--- config.mk ---
export PLATFORM = sky130hd
export DESIGN_NAME = gaze_tracking_controller_unit_flat
export DESIGN_NICKNAME = d
export VERILOG_FILES = /design/src/hdl/gtc_pkg.sv /design/src/hdl/gtc_if.sv /design/src/hdl/gtc_cfg_regs.sv /design/src/hdl/gtc_step.sv /design/src/hdl/gaze_tracking_controller_unit.sv /design/src/flat_wrapper.sv
export SDC_FILE = /design/constraint.sdc
export NUM_CORES = 2
export LEC_CHECK = 0
export BUFFER_PORTS_ARGS = -buffer_cell sky130_fd_sc_hd__buf_2
export CAP_MARGIN = 40
export CORE_ASPECT_RATIO = 0.75
export CORE_MARGIN = 5
export CORE_UTILIZATION = 26
export DETAILED_ROUTE_END_ITERATION = 12
export GPL_TIMING_DRIVEN = 0
export PLACE_DENSITY = 0.47
export SLEW_MARGIN = 25
export SYNTH_ARGS = -nofsm -noshare
export SYNTH_HDL_FRONTEND = slang
export SYNTH_SLANG_ARGS = --single-unit
--- constraint.sdc ---
create_clock -name clk -period 18.2 [get_ports clk]
set_input_delay 2.73 -clock clk [delete_from_list [all_inputs] [get_ports clk]]
set_output_delay 2.73 -clock clk [all_outputs]
set_load 0.02 [all_outputs]
--- src/hdl/gtc_pkg.sv ---
// ----------------------------------------------------------------------------
// gtc_pkg
// Shared types, constants and helper functions of the gaze tracking
// controller: register indexes, configuration and state records.
// ----------------------------------------------------------------------------
package gtc_pkg;

	localparam int POS_W     = 16;
	localparam int OFF_W     = 10;
	localparam int FX_W      = 10;
	localparam int FY_W      = 9;
	localparam int GAIN_W    = 8;
	localparam int CNT_W     = 16;
	localparam int CFG_IDX_W = 3;
	localparam int CFG_DAT_W = 32;
	// Working width for a position plus or minus offset times gain.
	localparam int WIDE_W    = 20;
	// Width for the raw centre offsets before saturation.
	localparam int RAW_W     = 12;

	localparam logic signed [RAW_W-1:0]  CENTRE_X   = RAW_W'(320);
	localparam logic signed [RAW_W-1:0]  CENTRE_Y   = RAW_W'(240);
	localparam logic signed [RAW_W-1:0]  OFFSET_MIN = -RAW_W'(512);
	localparam logic signed [RAW_W-1:0]  OFFSET_MAX = RAW_W'(511);
	localparam logic signed [WIDE_W-1:0] NECK_UP    = WIDE_W'(500);
	localparam logic signed [WIDE_W-1:0] NECK_DOWN  = -WIDE_W'(500);
	localparam logic [CNT_W-1:0]         LOST_MAX   = {CNT_W{1'b1}};

	localparam logic [GAIN_W-1:0] GAIN_RESET = GAIN_W'(1);
	localparam logic [CNT_W-1:0]  LOST_RESET = CNT_W'(60);

	typedef enum logic [CFG_IDX_W-1:0] {
		REG_EYE_YAW_LIMITS    = 3'd0,
		REG_EYE_PITCH_LIMITS  = 3'd1,
		REG_NECK_LEFT_LIMITS  = 3'd2,
		REG_NECK_RIGHT_LIMITS = 3'd3,
		REG_EYE_CENTRES       = 3'd4,
		REG_NECK_CENTRE       = 3'd5,
		REG_EYE_GAIN          = 3'd6,
		REG_LOST_LIMIT        = 3'd7
	} reg_idx_t;

	typedef enum logic {
		OP_REPORT = 1'b0,
		OP_TICK   = 1'b1
	} op_t;

	typedef struct packed {
		logic signed [POS_W-1:0] yaw_min;
		logic signed [POS_W-1:0] yaw_max;
		logic signed [POS_W-1:0] pitch_min;
		logic signed [POS_W-1:0] pitch_max;
		logic signed [POS_W-1:0] left_min;
		logic signed [POS_W-1:0] left_max;
		logic signed [POS_W-1:0] right_min;
		logic signed [POS_W-1:0] right_max;
		logic signed [POS_W-1:0] pitch_centre;
		logic signed [POS_W-1:0] yaw_centre;
		logic signed [POS_W-1:0] neck_centre;
		logic [GAIN_W-1:0]       eye_gain;
		logic [CNT_W-1:0]        lost_limit;
	} cfg_t;

	typedef struct packed {
		logic                    face_present;
		logic signed [OFF_W-1:0] offset_x;
		logic signed [OFF_W-1:0] offset_y;
		logic [CNT_W-1:0]        lost_count;
		logic signed [POS_W-1:0] eye_pitch;
		logic signed [POS_W-1:0] eye_yaw;
		logic signed [POS_W-1:0] neck_left;
		logic signed [POS_W-1:0] neck_right;
	} state_t;

	typedef struct packed {
		logic                    op;
		logic                    face_valid;
		logic [FX_W-1:0]         face_x;
		logic [FY_W-1:0]         face_y;
	} item_t;

	typedef struct packed {
		logic signed [POS_W-1:0] eye_pitch_target;
		logic signed [POS_W-1:0] eye_yaw_target;
		logic signed [POS_W-1:0] neck_left_target;
		logic signed [POS_W-1:0] neck_right_target;
		logic                    eye_cmd;
		logic                    neck_cmd;
		logic                    front_current_cmd;
	} result_t;

	// Raise to the minimum first, then lower to the maximum.
	function automatic logic signed [POS_W-1:0] clip_pos(
		input logic signed [WIDE_W-1:0] v,
		input logic signed [POS_W-1:0]  lo,
		input logic signed [POS_W-1:0]  hi
	);
		logic signed [WIDE_W-1:0] r;
		r = v;
		if (r < WIDE_W'(lo)) r = WIDE_W'(lo);
		if (r > WIDE_W'(hi)) r = WIDE_W'(hi);
		return r[POS_W-1:0];
	endfunction

	function automatic logic signed [OFF_W-1:0] sat_offset(
		input logic signed [RAW_W-1:0] v
	);
		logic signed [RAW_W-1:0] r;
		r = v;
		if (r < OFFSET_MIN) r = OFFSET_MIN;
		if (r > OFFSET_MAX) r = OFFSET_MAX;
		return r[OFF_W-1:0];
	endfunction

endpackage

--- src/hdl/gtc_if.sv ---
// ----------------------------------------------------------------------------
// gtc_if
// Valid/ready channels of the gaze tracking controller: input items,
// result items and configuration writes.
// ----------------------------------------------------------------------------
interface gtc_item_if import gtc_pkg::*; ();
	logic            valid;
	logic            ready;
	logic            op;
	logic            face_valid;
	logic [FX_W-1:0] face_x;
	logic [FY_W-1:0] face_y;

	modport source (output valid, output op, output face_valid, output face_x,
		output face_y, input ready);
	modport sink (input valid, input op, input face_valid, input face_x,
		input face_y, output ready);
endinterface

interface gtc_result_if import gtc_pkg::*; ();
	logic                    valid;
	logic                    ready;
	logic signed [POS_W-1:0] eye_pitch_target;
	logic signed [POS_W-1:0] eye_yaw_target;
	logic signed [POS_W-1:0] neck_left_target;
	logic signed [POS_W-1:0] neck_right_target;
	logic                    eye_cmd;
	logic                    neck_cmd;
	logic                    front_current_cmd;

	modport source (output valid, output eye_pitch_target, output eye_yaw_target,
		output neck_left_target, output neck_right_target, output eye_cmd,
		output neck_cmd, output front_current_cmd, input ready);
	modport sink (input valid, input eye_pitch_target, input eye_yaw_target,
		input neck_left_target, input neck_right_target, input eye_cmd,
		input neck_cmd, input front_current_cmd, output ready);
endinterface

interface gtc_cfg_if import gtc_pkg::*; ();
	logic                 valid;
	logic                 ready;
	logic [CFG_IDX_W-1:0] index;
	logic [CFG_DAT_W-1:0] data;

	modport source (output valid, output index, output data, input ready);
	modport sink (input valid, input index, input data, output ready);
endinterface

--- src/hdl/gtc_cfg_regs.sv ---
// ----------------------------------------------------------------------------
// gtc_cfg_regs
// Configuration register file. Every transfer on the write channel updates
// one register; the channel never stalls.
// ----------------------------------------------------------------------------
module gtc_cfg_regs import gtc_pkg::*; (
	input  logic      clk,
	input  logic      arst_n,
	gtc_cfg_if.sink   cfg,
	output cfg_t      regs
);

	localparam cfg_t REGS_RESET = '{eye_gain: GAIN_RESET, lost_limit: LOST_RESET,
		default: '0};

	cfg_t regs_q;

	assign cfg.ready = 1'b1;
	assign regs      = regs_q;

	always_ff @(posedge clk or negedge arst_n) begin
		if (!arst_n) begin
			regs_q <= REGS_RESET;
		end else if (cfg.valid) begin
			unique case (cfg.index)
				REG_EYE_YAW_LIMITS: begin
					regs_q.yaw_min <= cfg.data[15:0];
					regs_q.yaw_max <= cfg.data[31:16];
				end
				REG_EYE_PITCH_LIMITS: begin
					regs_q.pitch_min <= cfg.data[15:0];
					regs_q.pitch_max <= cfg.data[31:16];
				end
				REG_NECK_LEFT_LIMITS: begin
					regs_q.left_min <= cfg.data[15:0];
					regs_q.left_max <= cfg.data[31:16];
				end
				REG_NECK_RIGHT_LIMITS: begin
					regs_q.right_min <= cfg.data[15:0];
					regs_q.right_max <= cfg.data[31:16];
				end
				REG_EYE_CENTRES: begin
					regs_q.pitch_centre <= cfg.data[15:0];
					regs_q.yaw_centre   <= cfg.data[31:16];
				end
				REG_NECK_CENTRE: begin
					regs_q.neck_centre <= cfg.data[POS_W-1:0];
				end
				REG_EYE_GAIN: begin
					regs_q.eye_gain <= cfg.data[GAIN_W-1:0];
				end
				REG_LOST_LIMIT: begin
					regs_q.lost_limit <= cfg.data[CNT_W-1:0];
				end
			endcase
		end
	end

endmodule

--- src/hdl/gtc_step.sv ---
// ----------------------------------------------------------------------------
// gtc_step
// Next-state and result logic for one item: offset capture on a report,
// eye stepping with clamping and neck nudges on a tick, and re-centring.
// ----------------------------------------------------------------------------
module gtc_step import gtc_pkg::*; (
	input  cfg_t    regs,
	input  state_t  cur,
	input  item_t   item,
	output state_t  nxt,
	output result_t res
);

	logic signed [RAW_W-1:0]        raw_x;
	logic signed [RAW_W-1:0]        raw_y;
	logic signed [GAIN_W:0]         gain_s;
	logic signed [OFF_W+GAIN_W:0]   prod_x;
	logic signed [OFF_W+GAIN_W:0]   prod_y;
	logic signed [WIDE_W-1:0]       yaw_raw;
	logic signed [WIDE_W-1:0]       pitch_raw;
	logic                           x_pos;
	logic                           y_pos;
	logic                           yaw_nudge;
	logic                           pitch_nudge;
	logic signed [WIDE_W-1:0]       yaw_dl;
	logic signed [WIDE_W-1:0]       yaw_dr;
	logic signed [WIDE_W-1:0]       pitch_d;
	logic signed [POS_W-1:0]        left_a;
	logic signed [POS_W-1:0]        right_a;
	logic signed [POS_W-1:0]        left_b;
	logic signed [POS_W-1:0]        right_b;
	logic                           recentre;

	assign raw_x = CENTRE_X - $signed({{(RAW_W-FX_W){1'b0}}, item.face_x});
	assign raw_y = $signed({{(RAW_W-FY_W){1'b0}}, item.face_y}) - CENTRE_Y;

	assign gain_s    = $signed({1'b0, regs.eye_gain});
	assign prod_x    = cur.offset_x * gain_s;
	assign prod_y    = cur.offset_y * gain_s;
	assign yaw_raw   = WIDE_W'(cur.eye_yaw) - WIDE_W'(prod_x);
	assign pitch_raw = WIDE_W'(cur.eye_pitch) - WIDE_W'(prod_y);

	assign x_pos = cur.offset_x > 0;
	assign y_pos = cur.offset_y > 0;

	// An eye that runs past the limit it is heading for pushes the neck.
	assign yaw_nudge   = x_pos ? (yaw_raw < WIDE_W'(regs.yaw_min))
		: (yaw_raw > WIDE_W'(regs.yaw_max));
	assign pitch_nudge = y_pos ? (pitch_raw < WIDE_W'(regs.pitch_min))
		: (pitch_raw > WIDE_W'(regs.pitch_max));

	assign yaw_dl  = x_pos ? NECK_UP : NECK_DOWN;
	assign yaw_dr  = x_pos ? NECK_DOWN : NECK_UP;
	assign pitch_d = y_pos ? NECK_DOWN : NECK_UP;

	// The yaw nudge is applied and clipped before the pitch nudge.
	assign left_a  = yaw_nudge ? clip_pos(WIDE_W'(cur.neck_left) + yaw_dl,
		regs.left_min, regs.left_max) : cur.neck_left;
	assign right_a = yaw_nudge ? clip_pos(WIDE_W'(cur.neck_right) + yaw_dr,
		regs.right_min, regs.right_max) : cur.neck_right;
	assign left_b  = pitch_nudge ? clip_pos(WIDE_W'(left_a) + pitch_d,
		regs.left_min, regs.left_max) : left_a;
	assign right_b = pitch_nudge ? clip_pos(WIDE_W'(right_a) + pitch_d,
		regs.right_min, regs.right_max) : right_a;

	assign recentre = !cur.face_present && (cur.lost_count > regs.lost_limit);

	always_comb begin
		nxt = cur;
		res = '0;
		if (item.op == OP_REPORT) begin
			if (item.face_valid) begin
				nxt.offset_x     = sat_offset(raw_x);
				nxt.offset_y     = sat_offset(raw_y);
				nxt.face_present = 1'b1;
				nxt.lost_count   = '0;
			end else begin
				nxt.face_present = 1'b0;
				if (cur.lost_count != LOST_MAX) nxt.lost_count = cur.lost_count + 1'b1;
			end
		end else if (cur.face_present) begin
			nxt.eye_yaw    = clip_pos(yaw_raw, regs.yaw_min, regs.yaw_max);
			nxt.eye_pitch  = clip_pos(pitch_raw, regs.pitch_min, regs.pitch_max);
			nxt.neck_left  = left_b;
			nxt.neck_right = right_b;
			res.eye_cmd           = 1'b1;
			res.front_current_cmd = 1'b1;
			res.neck_cmd          = yaw_nudge || pitch_nudge;
		end else if (recentre) begin
			nxt.eye_pitch  = clip_pos(WIDE_W'(regs.pitch_centre), regs.pitch_min,
				regs.pitch_max);
			nxt.eye_yaw    = clip_pos(WIDE_W'(regs.yaw_centre), regs.yaw_min,
				regs.yaw_max);
			nxt.neck_left  = clip_pos(WIDE_W'(regs.neck_centre), regs.left_min,
				regs.left_max);
			nxt.neck_right = clip_pos(WIDE_W'(regs.neck_centre), regs.right_min,
				regs.right_max);
			nxt.lost_count = '0;
			res.eye_cmd    = 1'b1;
			res.neck_cmd   = 1'b1;
		end
		if (res.eye_cmd) begin
			res.eye_pitch_target = nxt.eye_pitch;
			res.eye_yaw_target   = nxt.eye_yaw;
		end
		if (res.neck_cmd) begin
			res.neck_left_target  = nxt.neck_left;
			res.neck_right_target = nxt.neck_right;
		end
	end

endmodule

--- src/hdl/gaze_tracking_controller_unit.sv ---
// ----------------------------------------------------------------------------
// gaze_tracking_controller_unit
// Face-following eye and neck controller with a registered input stage,
// combinational update logic and a registered result.
// ----------------------------------------------------------------------------
// Usage:
//   item   : face reports (op = report) and control ticks (op = tick).
//   result : one transfer per tick carrying eye and neck targets and their
//            command flags; reports produce no result.
//   cfg    : register writes by index; always ready, one write per cycle.
// Timing:
//   An item is captured in the input register and evaluated there against the
//   controller state; a tick's result is loaded into the result register
//   when the tick leaves the input register, so a result transfer follows
//   its item through the input register and then the result register.
//   One item per cycle is accepted while no tick is held; the state update of
//   each item takes effect in time for the next one, so the update logic is
//   the single stage that sets the rate.
// Reset: registers return to their defaults, the head state to zero
//   positions with no face and a zero lost count, both channels empty.
// Stall: while a result waits, reports still pass; a tick is held in the
//   input register until the result register frees, and item.ready drops.
// ----------------------------------------------------------------------------
module gaze_tracking_controller_unit import gtc_pkg::*; (
	input  logic          clk,
	input  logic          arst_n,
	gtc_item_if.sink      item,
	gtc_cfg_if.sink       cfg,
	gtc_result_if.source  result
);

	cfg_t    regs;
	state_t  state_q;
	state_t  state_nxt;
	item_t   item_s1;
	logic    item_v_s1;
	result_t res_nxt;
	result_t res_q;
	logic    res_v_q;
	logic    advance;

	gtc_cfg_regs u_cfg_regs (
		.clk    (clk),
		.arst_n (arst_n),
		.cfg    (cfg),
		.regs   (regs)
	);

	gtc_step u_step (
		.regs (regs),
		.cur  (state_q),
		.item (item_s1),
		.nxt  (state_nxt),
		.res  (res_nxt)
	);

	assign advance    = item_v_s1 && ((item_s1.op == OP_REPORT) || !res_v_q || result.ready);
	assign item.ready = !item_v_s1 || advance;

	always_ff @(posedge clk or negedge arst_n) begin
		if (!arst_n) begin
			item_v_s1 <= 1'b0;
		end else if (item.ready) begin
			item_v_s1 <= item.valid;
		end
	end

	always_ff @(posedge clk) begin
		if (item.valid && item.ready) begin
			item_s1.op         <= item.op;
			item_s1.face_valid <= item.face_valid;
			item_s1.face_x     <= item.face_x;
			item_s1.face_y     <= item.face_y;
		end
	end

	always_ff @(posedge clk or negedge arst_n) begin
		if (!arst_n) begin
			state_q <= '0;
		end else if (advance) begin
			state_q <= state_nxt;
		end
	end

	// A new tick result may load in the same cycle the old one transfers.
	always_ff @(posedge clk or negedge arst_n) begin
		if (!arst_n) begin
			res_v_q <= 1'b0;
		end else begin
			if (result.ready) res_v_q <= 1'b0;
			if (advance && (item_s1.op == OP_TICK)) res_v_q <= 1'b1;
		end
	end

	always_ff @(posedge clk) begin
		if (advance && (item_s1.op == OP_TICK)) begin
			res_q <= res_nxt;
		end
	end

	assign result.valid             = res_v_q;
	assign result.eye_pitch_target  = res_q.eye_pitch_target;
	assign result.eye_yaw_target    = res_q.eye_yaw_target;
	assign result.neck_left_target  = res_q.neck_left_target;
	assign result.neck_right_target = res_q.neck_right_target;
	assign result.eye_cmd           = res_q.eye_cmd;
	assign result.neck_cmd          = res_q.neck_cmd;
	assign result.front_current_cmd = res_q.front_current_cmd;

endmodule

--- src/flat_wrapper.sv ---
// flat-port wrapper written by rule: the top's interface ports become plain ports
module gaze_tracking_controller_unit_flat import gtc_pkg::*;
  (clk, arst_n, item_valid, item_op, item_face_valid, item_face_x, item_face_y, item_ready, cfg_valid, cfg_index, cfg_data, cfg_ready, result_valid, result_eye_pitch_target, result_eye_yaw_target, result_neck_left_target, result_neck_right_target, result_eye_cmd, result_neck_cmd, result_front_current_cmd, result_ready);
  gtc_item_if item_i ();
  gtc_cfg_if cfg_i ();
  gtc_result_if result_i ();
  input  logic clk;
  input  logic arst_n;
  input wire logic [$bits(item_i.valid)-1:0] item_valid;
  input wire logic [$bits(item_i.op)-1:0] item_op;
  input wire logic [$bits(item_i.face_valid)-1:0] item_face_valid;
  input wire logic [$bits(item_i.face_x)-1:0] item_face_x;
  input wire logic [$bits(item_i.face_y)-1:0] item_face_y;
  output wire logic [$bits(item_i.ready)-1:0] item_ready;
  input wire logic [$bits(cfg_i.valid)-1:0] cfg_valid;
  input wire logic [$bits(cfg_i.index)-1:0] cfg_index;
  input wire logic [$bits(cfg_i.data)-1:0] cfg_data;
  output wire logic [$bits(cfg_i.ready)-1:0] cfg_ready;
  output wire logic [$bits(result_i.valid)-1:0] result_valid;
  output wire logic [$bits(result_i.eye_pitch_target)-1:0] result_eye_pitch_target;
  output wire logic [$bits(result_i.eye_yaw_target)-1:0] result_eye_yaw_target;
  output wire logic [$bits(result_i.neck_left_target)-1:0] result_neck_left_target;
  output wire logic [$bits(result_i.neck_right_target)-1:0] result_neck_right_target;
  output wire logic [$bits(result_i.eye_cmd)-1:0] result_eye_cmd;
  output wire logic [$bits(result_i.neck_cmd)-1:0] result_neck_cmd;
  output wire logic [$bits(result_i.front_current_cmd)-1:0] result_front_current_cmd;
  input wire logic [$bits(result_i.ready)-1:0] result_ready;
  assign item_i.valid = item_valid;
  assign item_i.op = item_op;
  assign item_i.face_valid = item_face_valid;
  assign item_i.face_x = item_face_x;
  assign item_i.face_y = item_face_y;
  assign item_ready = item_i.ready;
  assign cfg_i.valid = cfg_valid;
  assign cfg_i.index = cfg_index;
  assign cfg_i.data = cfg_data;
  assign cfg_ready = cfg_i.ready;
  assign result_valid = result_i.valid;
  assign result_eye_pitch_target = result_i.eye_pitch_target;
  assign result_eye_yaw_target = result_i.eye_yaw_target;
  assign result_neck_left_target = result_i.neck_left_target;
  assign result_neck_right_target = result_i.neck_right_target;
  assign result_eye_cmd = result_i.eye_cmd;
  assign result_neck_cmd = result_i.neck_cmd;
  assign result_front_current_cmd = result_i.front_current_cmd;
  assign result_i.ready = result_ready;
  gaze_tracking_controller_unit u_core (.clk(clk), .arst_n(arst_n), .item(item_i), .cfg(cfg_i), .result(result_i));
endmodule
# Word level (Yosys, flattened, before mapping)
# Cells that the tools add are included.
[op_classes]
shift = 0
n_addsub = 9
div = 0
eq_ne = 10
muxes = 67
n_bitwise = 1
n_lt_le_gt_ge = 29
mul = 2
reduce_logical = 25
[ops]
columns = ["operator", "count"]
rows = [
  ["two-way mux 20 bit", 29],
  ["two-way mux 16 bit", 18],
  ["> comparator 20 x 16 -> 1 bit", 12],
  ["two-way mux 64 bit", 2],
  ["less-than comparator 20 x 16 -> 1 bit", 6],
  ["adder 16 x 20 -> 20 bit", 4],
  ["two-way mux 80 bit", 1],
  ["two-way mux 12 bit", 6],
  ["less-than comparator 16 bit", 4],
  ["subtractor 16 x 19 -> 20 bit", 2],
  ["multiplier 10 x 9 -> 19 bit", 2],
  ["> comparator 12 x 10 -> 1 bit, second input constant", 2],
  ["> comparator 10 x 1 -> 1 bit, second input constant", 2],
  ["two-way mux 10 bit", 2],
  ["AND reduction 2 bit", 9],
  ["adder 16 x 1 -> 16 bit, second input constant", 1],
  ["> comparator 16 bit", 1],
  ["!= test 16 bit, second input constant", 1],
  ["equality test 3 bit, second input constant", 4],
  ["less-than comparator 12 x 10 -> 1 bit, second input constant", 1],
  ["subtractor 9 x 10 -> 11 bit, first input constant", 1],
  ["less-than comparator 10 bit, second input constant", 1],
  ["subtractor 9 x 8 -> 10 bit, second input constant", 1],
  ["equality test 3 x 2 -> 1 bit, second input constant", 2],
  ["other kinds (14)", 29],
]
[totals]
memories = 0
reg_bits = 391
word_cells = 177
out_inout_bits = 70
latchBits = 0
romBits = 0
mem_bits_rw = 0

# Depth between registers and ports, before layout
[depth]
word_depth = 16
ltp_mapped = 74

# By module
# A second synthesis with hierarchy kept.
[unflattened]
cells_unflattened = 4708
area_unflattened_um2 = 43457.9
[by_module_without_submodules]
columns = ["module", "instances", "area_each_um2", "seq_area_each_um2", "cells_each"]
rows = [
  ["gtc_step", 1, 27082.2, 0.0, 3603],
  ["gaze_tracking_controller_unit", 1, 8792.2, 5220.0, 671],
  ["gtc_cfg_regs", 1, 7583.5, 5011.1, 434],
]

# Worst setup path after synthesis
# No wires, ideal clock.
[synth_path]
path_type = "register -> register"
startpoint = "register u_core.u_cfg_regs.regs_q, in the netlist u_core.u_cfg_regs.regs[19]"
endpoint = "register u_core.res_q, in the netlist u_core.result.neck_right_target[1], data pin"
setup_time_ps = 260
setup_slack_ps = 4046
required_time_ps = 17940
n_path_buf = 6
arrival_ps = 13894
path_stages_with_launch = 62
cell_sequence = "dfrtp_1 > clkbuf_1 > and2_1 > fa_1 > inv_1 > fa_1 > fa_1 > fa_1 > inv_1 > fa_1 > inv_1 > ha_1 > or3_1 > nor3_1 > nor3_1 > nor4b_1 > nor3_1 > a41o_1 > (+26 left out) > and4_1 > nor4b_1 > a21o_4 > buf_6 > mux2_4 > ha_1 > a21o_1 > a21o_1 > a21o_1 > a21o_1 > a221o_1 > a21oi_1 > mux2i_1 > nand2b_1 > clkbuf_1 > a31oi_1 > o221ai_1 > a21oi_1"
[synth_between]
elab_chain_len = 13
elab_cells_between_ends = 22
classes_between = "add/sub: 3; mul: 2; order compare: 6; mux: 10; reduce/logical: 1"
[synth_lines]
columns = ["item", "line_no", "rtl"]
rows = [
  ["start: declaration", "gtc_cfg_regs.sv:16", "cfg_t regs_q;"],
  ["multiplier 10 x 9 -> 19 bit", "gtc_step.sv:38", "assign prod_x = cur.offset_x * gain_s;"],
  ["subtractor 16 x 19 -> 20 bit", "gtc_step.sv:40", "assign yaw_raw = WIDE_W'(cur.eye_yaw) - WIDE_W'(prod_x);"],
  ["> comparator 20 x 16 -> 1 bit or less-than comparator 20 x 16 -> 1 bit (tied branches)", "gtc_step.sv:48, gtc_step.sv:47", ""],
  ["two-way mux 1 bit", "gtc_step.sv:47", "assign yaw_nudge = x_pos ? (yaw_raw < WIDE_W'(regs.yaw_min))"],
  ["two-way mux 16 bit", "gtc_step.sv:59", "assign right_a = yaw_nudge ? clip_pos(WIDE_W'(cur.neck_right) + yaw_dr,"],
  ["adder 16 x 20 -> 20 bit", "gtc_step.sv:63", "assign right_b = pitch_nudge ? clip_pos(WIDE_W'(right_a) + pitch_d,"],
  ["less-than comparator 20 x 16 -> 1 bit", "gtc_pkg.sv:100", "if (r < WIDE_W'(lo)) r = WIDE_W'(lo);"],
  ["two-way mux 20 bit", "gtc_pkg.sv:100", ""],
  ["> comparator 20 x 16 -> 1 bit", "gtc_pkg.sv:101", "if (r > WIDE_W'(hi)) r = WIDE_W'(hi);"],
  ["two-way mux 16 bit", "gtc_pkg.sv:101", ""],
  ["two-way mux 16 bit", "gtc_step.sv:63", ""],
  ["two-way mux 64 bit", "gtc_step.sv:81", "end else if (cur.face_present) begin"],
  ["two-way mux 64 bit", "gtc_step.sv:71", "if (item.op == OP_REPORT) begin"],
  ["end signal: assignment", "gaze_tracking_controller_unit.sv:97", "res_q <= res_nxt;"],
  ["end: declaration", "gaze_tracking_controller_unit.sv:38", "result_t res_q;"],
]
# Parallel ways exist; a longest one is shown, timed or not.
# A chain may end at the register's enable or synchronous reset.

# Worst setup path in the final report
[layout_path]
startpoint = "register u_core.u_cfg_regs.regs_q, in the netlist u_core.u_cfg_regs.regs[18]"
endpoint = "register u_core.res_q, in the netlist u_core.result.neck_left_target[7], data pin"
[layout_between]
elab_chain_len = 13
elab_cells_between_ends = 22
classes_between = "add/sub: 3; mul: 2; order compare: 6; mux: 10; reduce/logical: 1"
[layout_lines]
columns = ["item", "line_no", "rtl"]
rows = [
  ["multiplier 10 x 9 -> 19 bit", "gtc_step.sv:38", ""],
  ["subtractor 16 x 19 -> 20 bit", "gtc_step.sv:40", ""],
  ["> comparator 20 x 16 -> 1 bit or less-than comparator 20 x 16 -> 1 bit (tied branches)", "gtc_step.sv:48, gtc_step.sv:47", ""],
  ["two-way mux 1 bit", "gtc_step.sv:47", ""],
  ["two-way mux 16 bit", "gtc_step.sv:57", "assign left_a = yaw_nudge ? clip_pos(WIDE_W'(cur.neck_left) + yaw_dl,"],
  ["adder 16 x 20 -> 20 bit", "gtc_step.sv:61", "assign left_b = pitch_nudge ? clip_pos(WIDE_W'(left_a) + pitch_d,"],
  ["less-than comparator 20 x 16 -> 1 bit", "gtc_pkg.sv:100", ""],
  ["two-way mux 20 bit", "gtc_pkg.sv:100", ""],
  ["> comparator 20 x 16 -> 1 bit", "gtc_pkg.sv:101", ""],
  ["two-way mux 16 bit", "gtc_pkg.sv:101", ""],
  ["two-way mux 16 bit", "gtc_step.sv:61", ""],
  ["two-way mux 64 bit", "gtc_step.sv:81", ""],
  ["two-way mux 64 bit", "gtc_step.sv:71", ""],
]
# Parallel ways exist; a longest one is shown, timed or not.

==> flow_summary_export.csv <==
group,metric,value,unit
run_status,outcome,"finished, final reports clean",
logic_synthesis,syn_avg_cell_area,9.02,µm²
grt,gr-total-overflow,0,
place,pre_cts_slack,-0.510,ns
drt,drcViolationCount,0,
critical_path,reg2reg_from,"u_core.u_cfg_regs.regs[18]",
critical_path,cp-start-kind,"register",
floorplan,core_region_area,0.155,mm²
final_layout,fill_cells,16400,
drt,vias_per_cell,5.32,
drt,via_count,36600,
timing,worstMarginPinSlew,0.944,ns
critical_path,crit_family,"compound AO/OA/AOI/OAI gates",
critical_path,path_buf_inv,8,
hold_path,min_from,"u_core.item_s1[0]",
logic_synthesis,synthCells,4502,
critical_path,reg2reg_depth,61,
timing,relSlewSlack,0.371,
final_layout,most-common-layout-cells,"569 x ha_1, 472 x nand2_1, 461 x inv_1, 330 x o21ai_0, 298 x dfrtp_1",
final_layout,drive_above_1_share,0.135,
logic_synthesis,synth_top_area_share,0.184,
timing,hold_viol,0,
grt,grt_max_degree,78,
place,globalplace.congestion,0.959,
clock_network,cts_buffers,48,
critical_path,cpPeakStageDelay,0.54,ns
grt,grt_pass1_vias,34600,
logic_synthesis,ys_seq_area_frac,0.252,
logic_synthesis,synth-seq-cells,391,
hold_path,hold-path-endpoint,"u_core.state_q[80]",
critical_path,crit_path_end_kind,"register",
drt,first_pass_iters,6,
final_layout,multi_input_area,0.0280,mm²
clock_network,cts-root-buf,"clkbuf_16",
clock_network,cts_sinks,391,
logic_synthesis,syn_nets,5312,
final_layout,fin_util,0.299,
timing,clock_skew,0.0422,ns
drt,wirelength,177000,µm
clock_network,cts_tree,"built",
hold_path,hold_class,"register to register",
floorplan,floorplan.initialDensity,0.262,
place,hpwlAfterDp,144000,µm
logic_synthesis,synth-main-ff-cell,"dfrtp_1",
logic_synthesis,synth_area_leader_cell,"dfrtp_1",
floorplan,fp.dieW,466,µm
final_layout,area_growth,14.1,%
hold_path,hold_depth,1,
critical_path,setup.worst_path.class,"register to register",
timing,finalCritPeriodShare,0.968,
logic_synthesis,synth-edff-count,88,
logic_synthesis,ys_async_sr_fraction,0.775,
timing,fin_setup_tns,0,ns
floorplan,io_pins,131,
drt,wl_per_cell,25.7,µm
floorplan,die_h,352,µm
critical_path,crit_path_top_delay_cell,"fa_1",
logic_synthesis,syn_area,0.0406,mm²
drt,drtIter0Drc,4064,
timing,timing.fmax,0.0568,GHz
grt,track_usage,0.209,
critical_path,crit_fanout,10,
clock_network,clk_latency,0.65,ns
critical_path,cp.arrival,18.04,ns
place,portBuffers,125,
logic_synthesis,ys_types,115,
final_layout,layout.nets,5546,
critical_path,required,18.63,ns
timing,finalWorstSetupSlack,0.586,ns
timing,finalSetupViolations,0,
final_layout,final_common_cell,"ha_1",
floorplan,die-area,0.164,mm²
clock_network,clk_pin_slew,0.06,ns
timing,slew_violations,0,
logic_synthesis,yosysWarnings,0,
grt,grt_pass1_wl,253000,µm
timing,period_needed,17.61,ns
critical_path,r2r_end,"u_core.result.neck_left_target[7]",
drt,postRouteAntennaNets,0,
floorplan,rows,125,
clock_network,cts_buffer_depth,3,
run,drv_cap,0,
critical_path,timing.reg2reg.setup_slack,0.59,ns
clock_network,ctsHtreeMaxLevel,2,
grt,antenna_found_initial,20,
final_layout,regArea,0.0102,mm²
logic_synthesis,synthTopCellsByArea,"dfrtp_1 18%, ha_1 18%, fa_1 8.9%, edfxtp_1 6.5%, mux2_2 5.9%",
==> synthesized netlist by cell type (8+ instances only) <==
library cell  count
a2111oi_0         9
a211oi_1         43
a21bo_2          19
a21o_1          123
a21oi_1         237
a221o_1          10
a221oi_1         30
a22oi_1           8
a311o_1           8
a31oi_1          40
a41oi_1           8
and2_1          123
and3_1           29
and4_1           13
buf_2            27
clkbuf_1        129
dfrtp_1         298
edfxtp_1         88
fa_1            180
ha_1            569
inv_1           463
mux2_2          211
mux2i_1          41
nand2_1         472
nand2b_1         40
nand3_1          73
nand4_1          66
nor2_1          217
nor2b_1          36
nor3_1           59
nor3b_1           9
nor4_1           18
o211ai_1         34
o21a_1           37
o21ai_0         336
o21ai_1          22
o21bai_1         15
o221ai_1         17
o22ai_1          19
o31ai_1          23
or2_2             9
or3_1            21
xnor2_1          57
xor2_1           34
==> kinds of logic after synthesis <==
family	synth area share
fa+ha+maj	0.264
other cells	0.0000924
buf+inv	0.0610
mux	0.0725
compound gates	0.188
simple gates	0.143
flops	0.252
xor+xnor	0.0196
==> worst max path at each step <==
stage / start / to / slack, ns / cells after the start
finish: u_core.u_cfg_regs.regs[18] / u_core.result.neck_left_target[7] / 0.59 / 61
global route: u_core.state_q[99] / u_core.result.neck_right_target[5] / -0.04 / 68
CTS: u_core.u_cfg_regs.regs[21] / u_core.result.neck_right_target[12] / 0.04 / 67
detailed placement: u_core.u_cfg_regs.regs[19] / u_core.result.neck_left_target[7] / -0.51 / 63
global placement: u_core.state_q[99] / u_core.result.neck_left_target[7] / -1.40 / 64
floorplan: u_core.u_cfg_regs.regs[19] / u_core.result.neck_right_target[1] / 4.05 / 61
==> state kept, by name, summed over array words and instances, names as in the netlist <==
name                             flops
u_core.result.front_current_cmd      1
u_core.state_q                     101
u_core.item_v_s1                     1
u_core.result.neck_left_target      16
u_core.result.eye_cmd                1
u_core.result.neck_right_target     16
u_core.result.valid                  1
u_core.result.eye_yaw_target        16
u_core.result.eye_pitch_target      16
u_core.item_s1                      21
u_core.result.neck_cmd               1
u_core.u_cfg_regs.regs             200
==> per-stage QoR <==
stage	hold slack, ns	cells	area (µm²)
after global placement	0.465	6722	43800
after floorplan	0.449	4502	40600
after CTS	0.490	6855	46100
after global routing	0.500	6874	46300
after detailed placement	0.473	6765	44500
final	0.487	6878	46300
==> area by class of cell <==
cell class	count	share of cell area
well taps	2095	0.0566
clock inverters	31	0.00700
flip-flops and latches	391	0.221
plain buffers	169	0.0161
diodes	8	0.000432
inverters	470	0.0382
multi-input cells	3472	0.605
clock buffers	58	0.0274
repair buffers	184	0.0282
==> repair_timing <==
action,CTS,global route
pin swaps,1,1
setup endpoints to repair,18,64
hold buffers,0,0
buffers inserted,1,5
hold endpoints to repair,0,0
gates resized for setup,7,44
==> metal layers <==
metal  vias up  GRT usage  part of all wire
li1      16500          -                 -
met1     18300      0.328              0.49
met2      1584      0.285              0.40
met3       174     0.0465             0.097
met4         2     0.0445             0.020
met5         -          0          0.000062
Power is not shown: default switching activity piles up to over one toggle a cycle in this logic, so the estimate is an artifact.
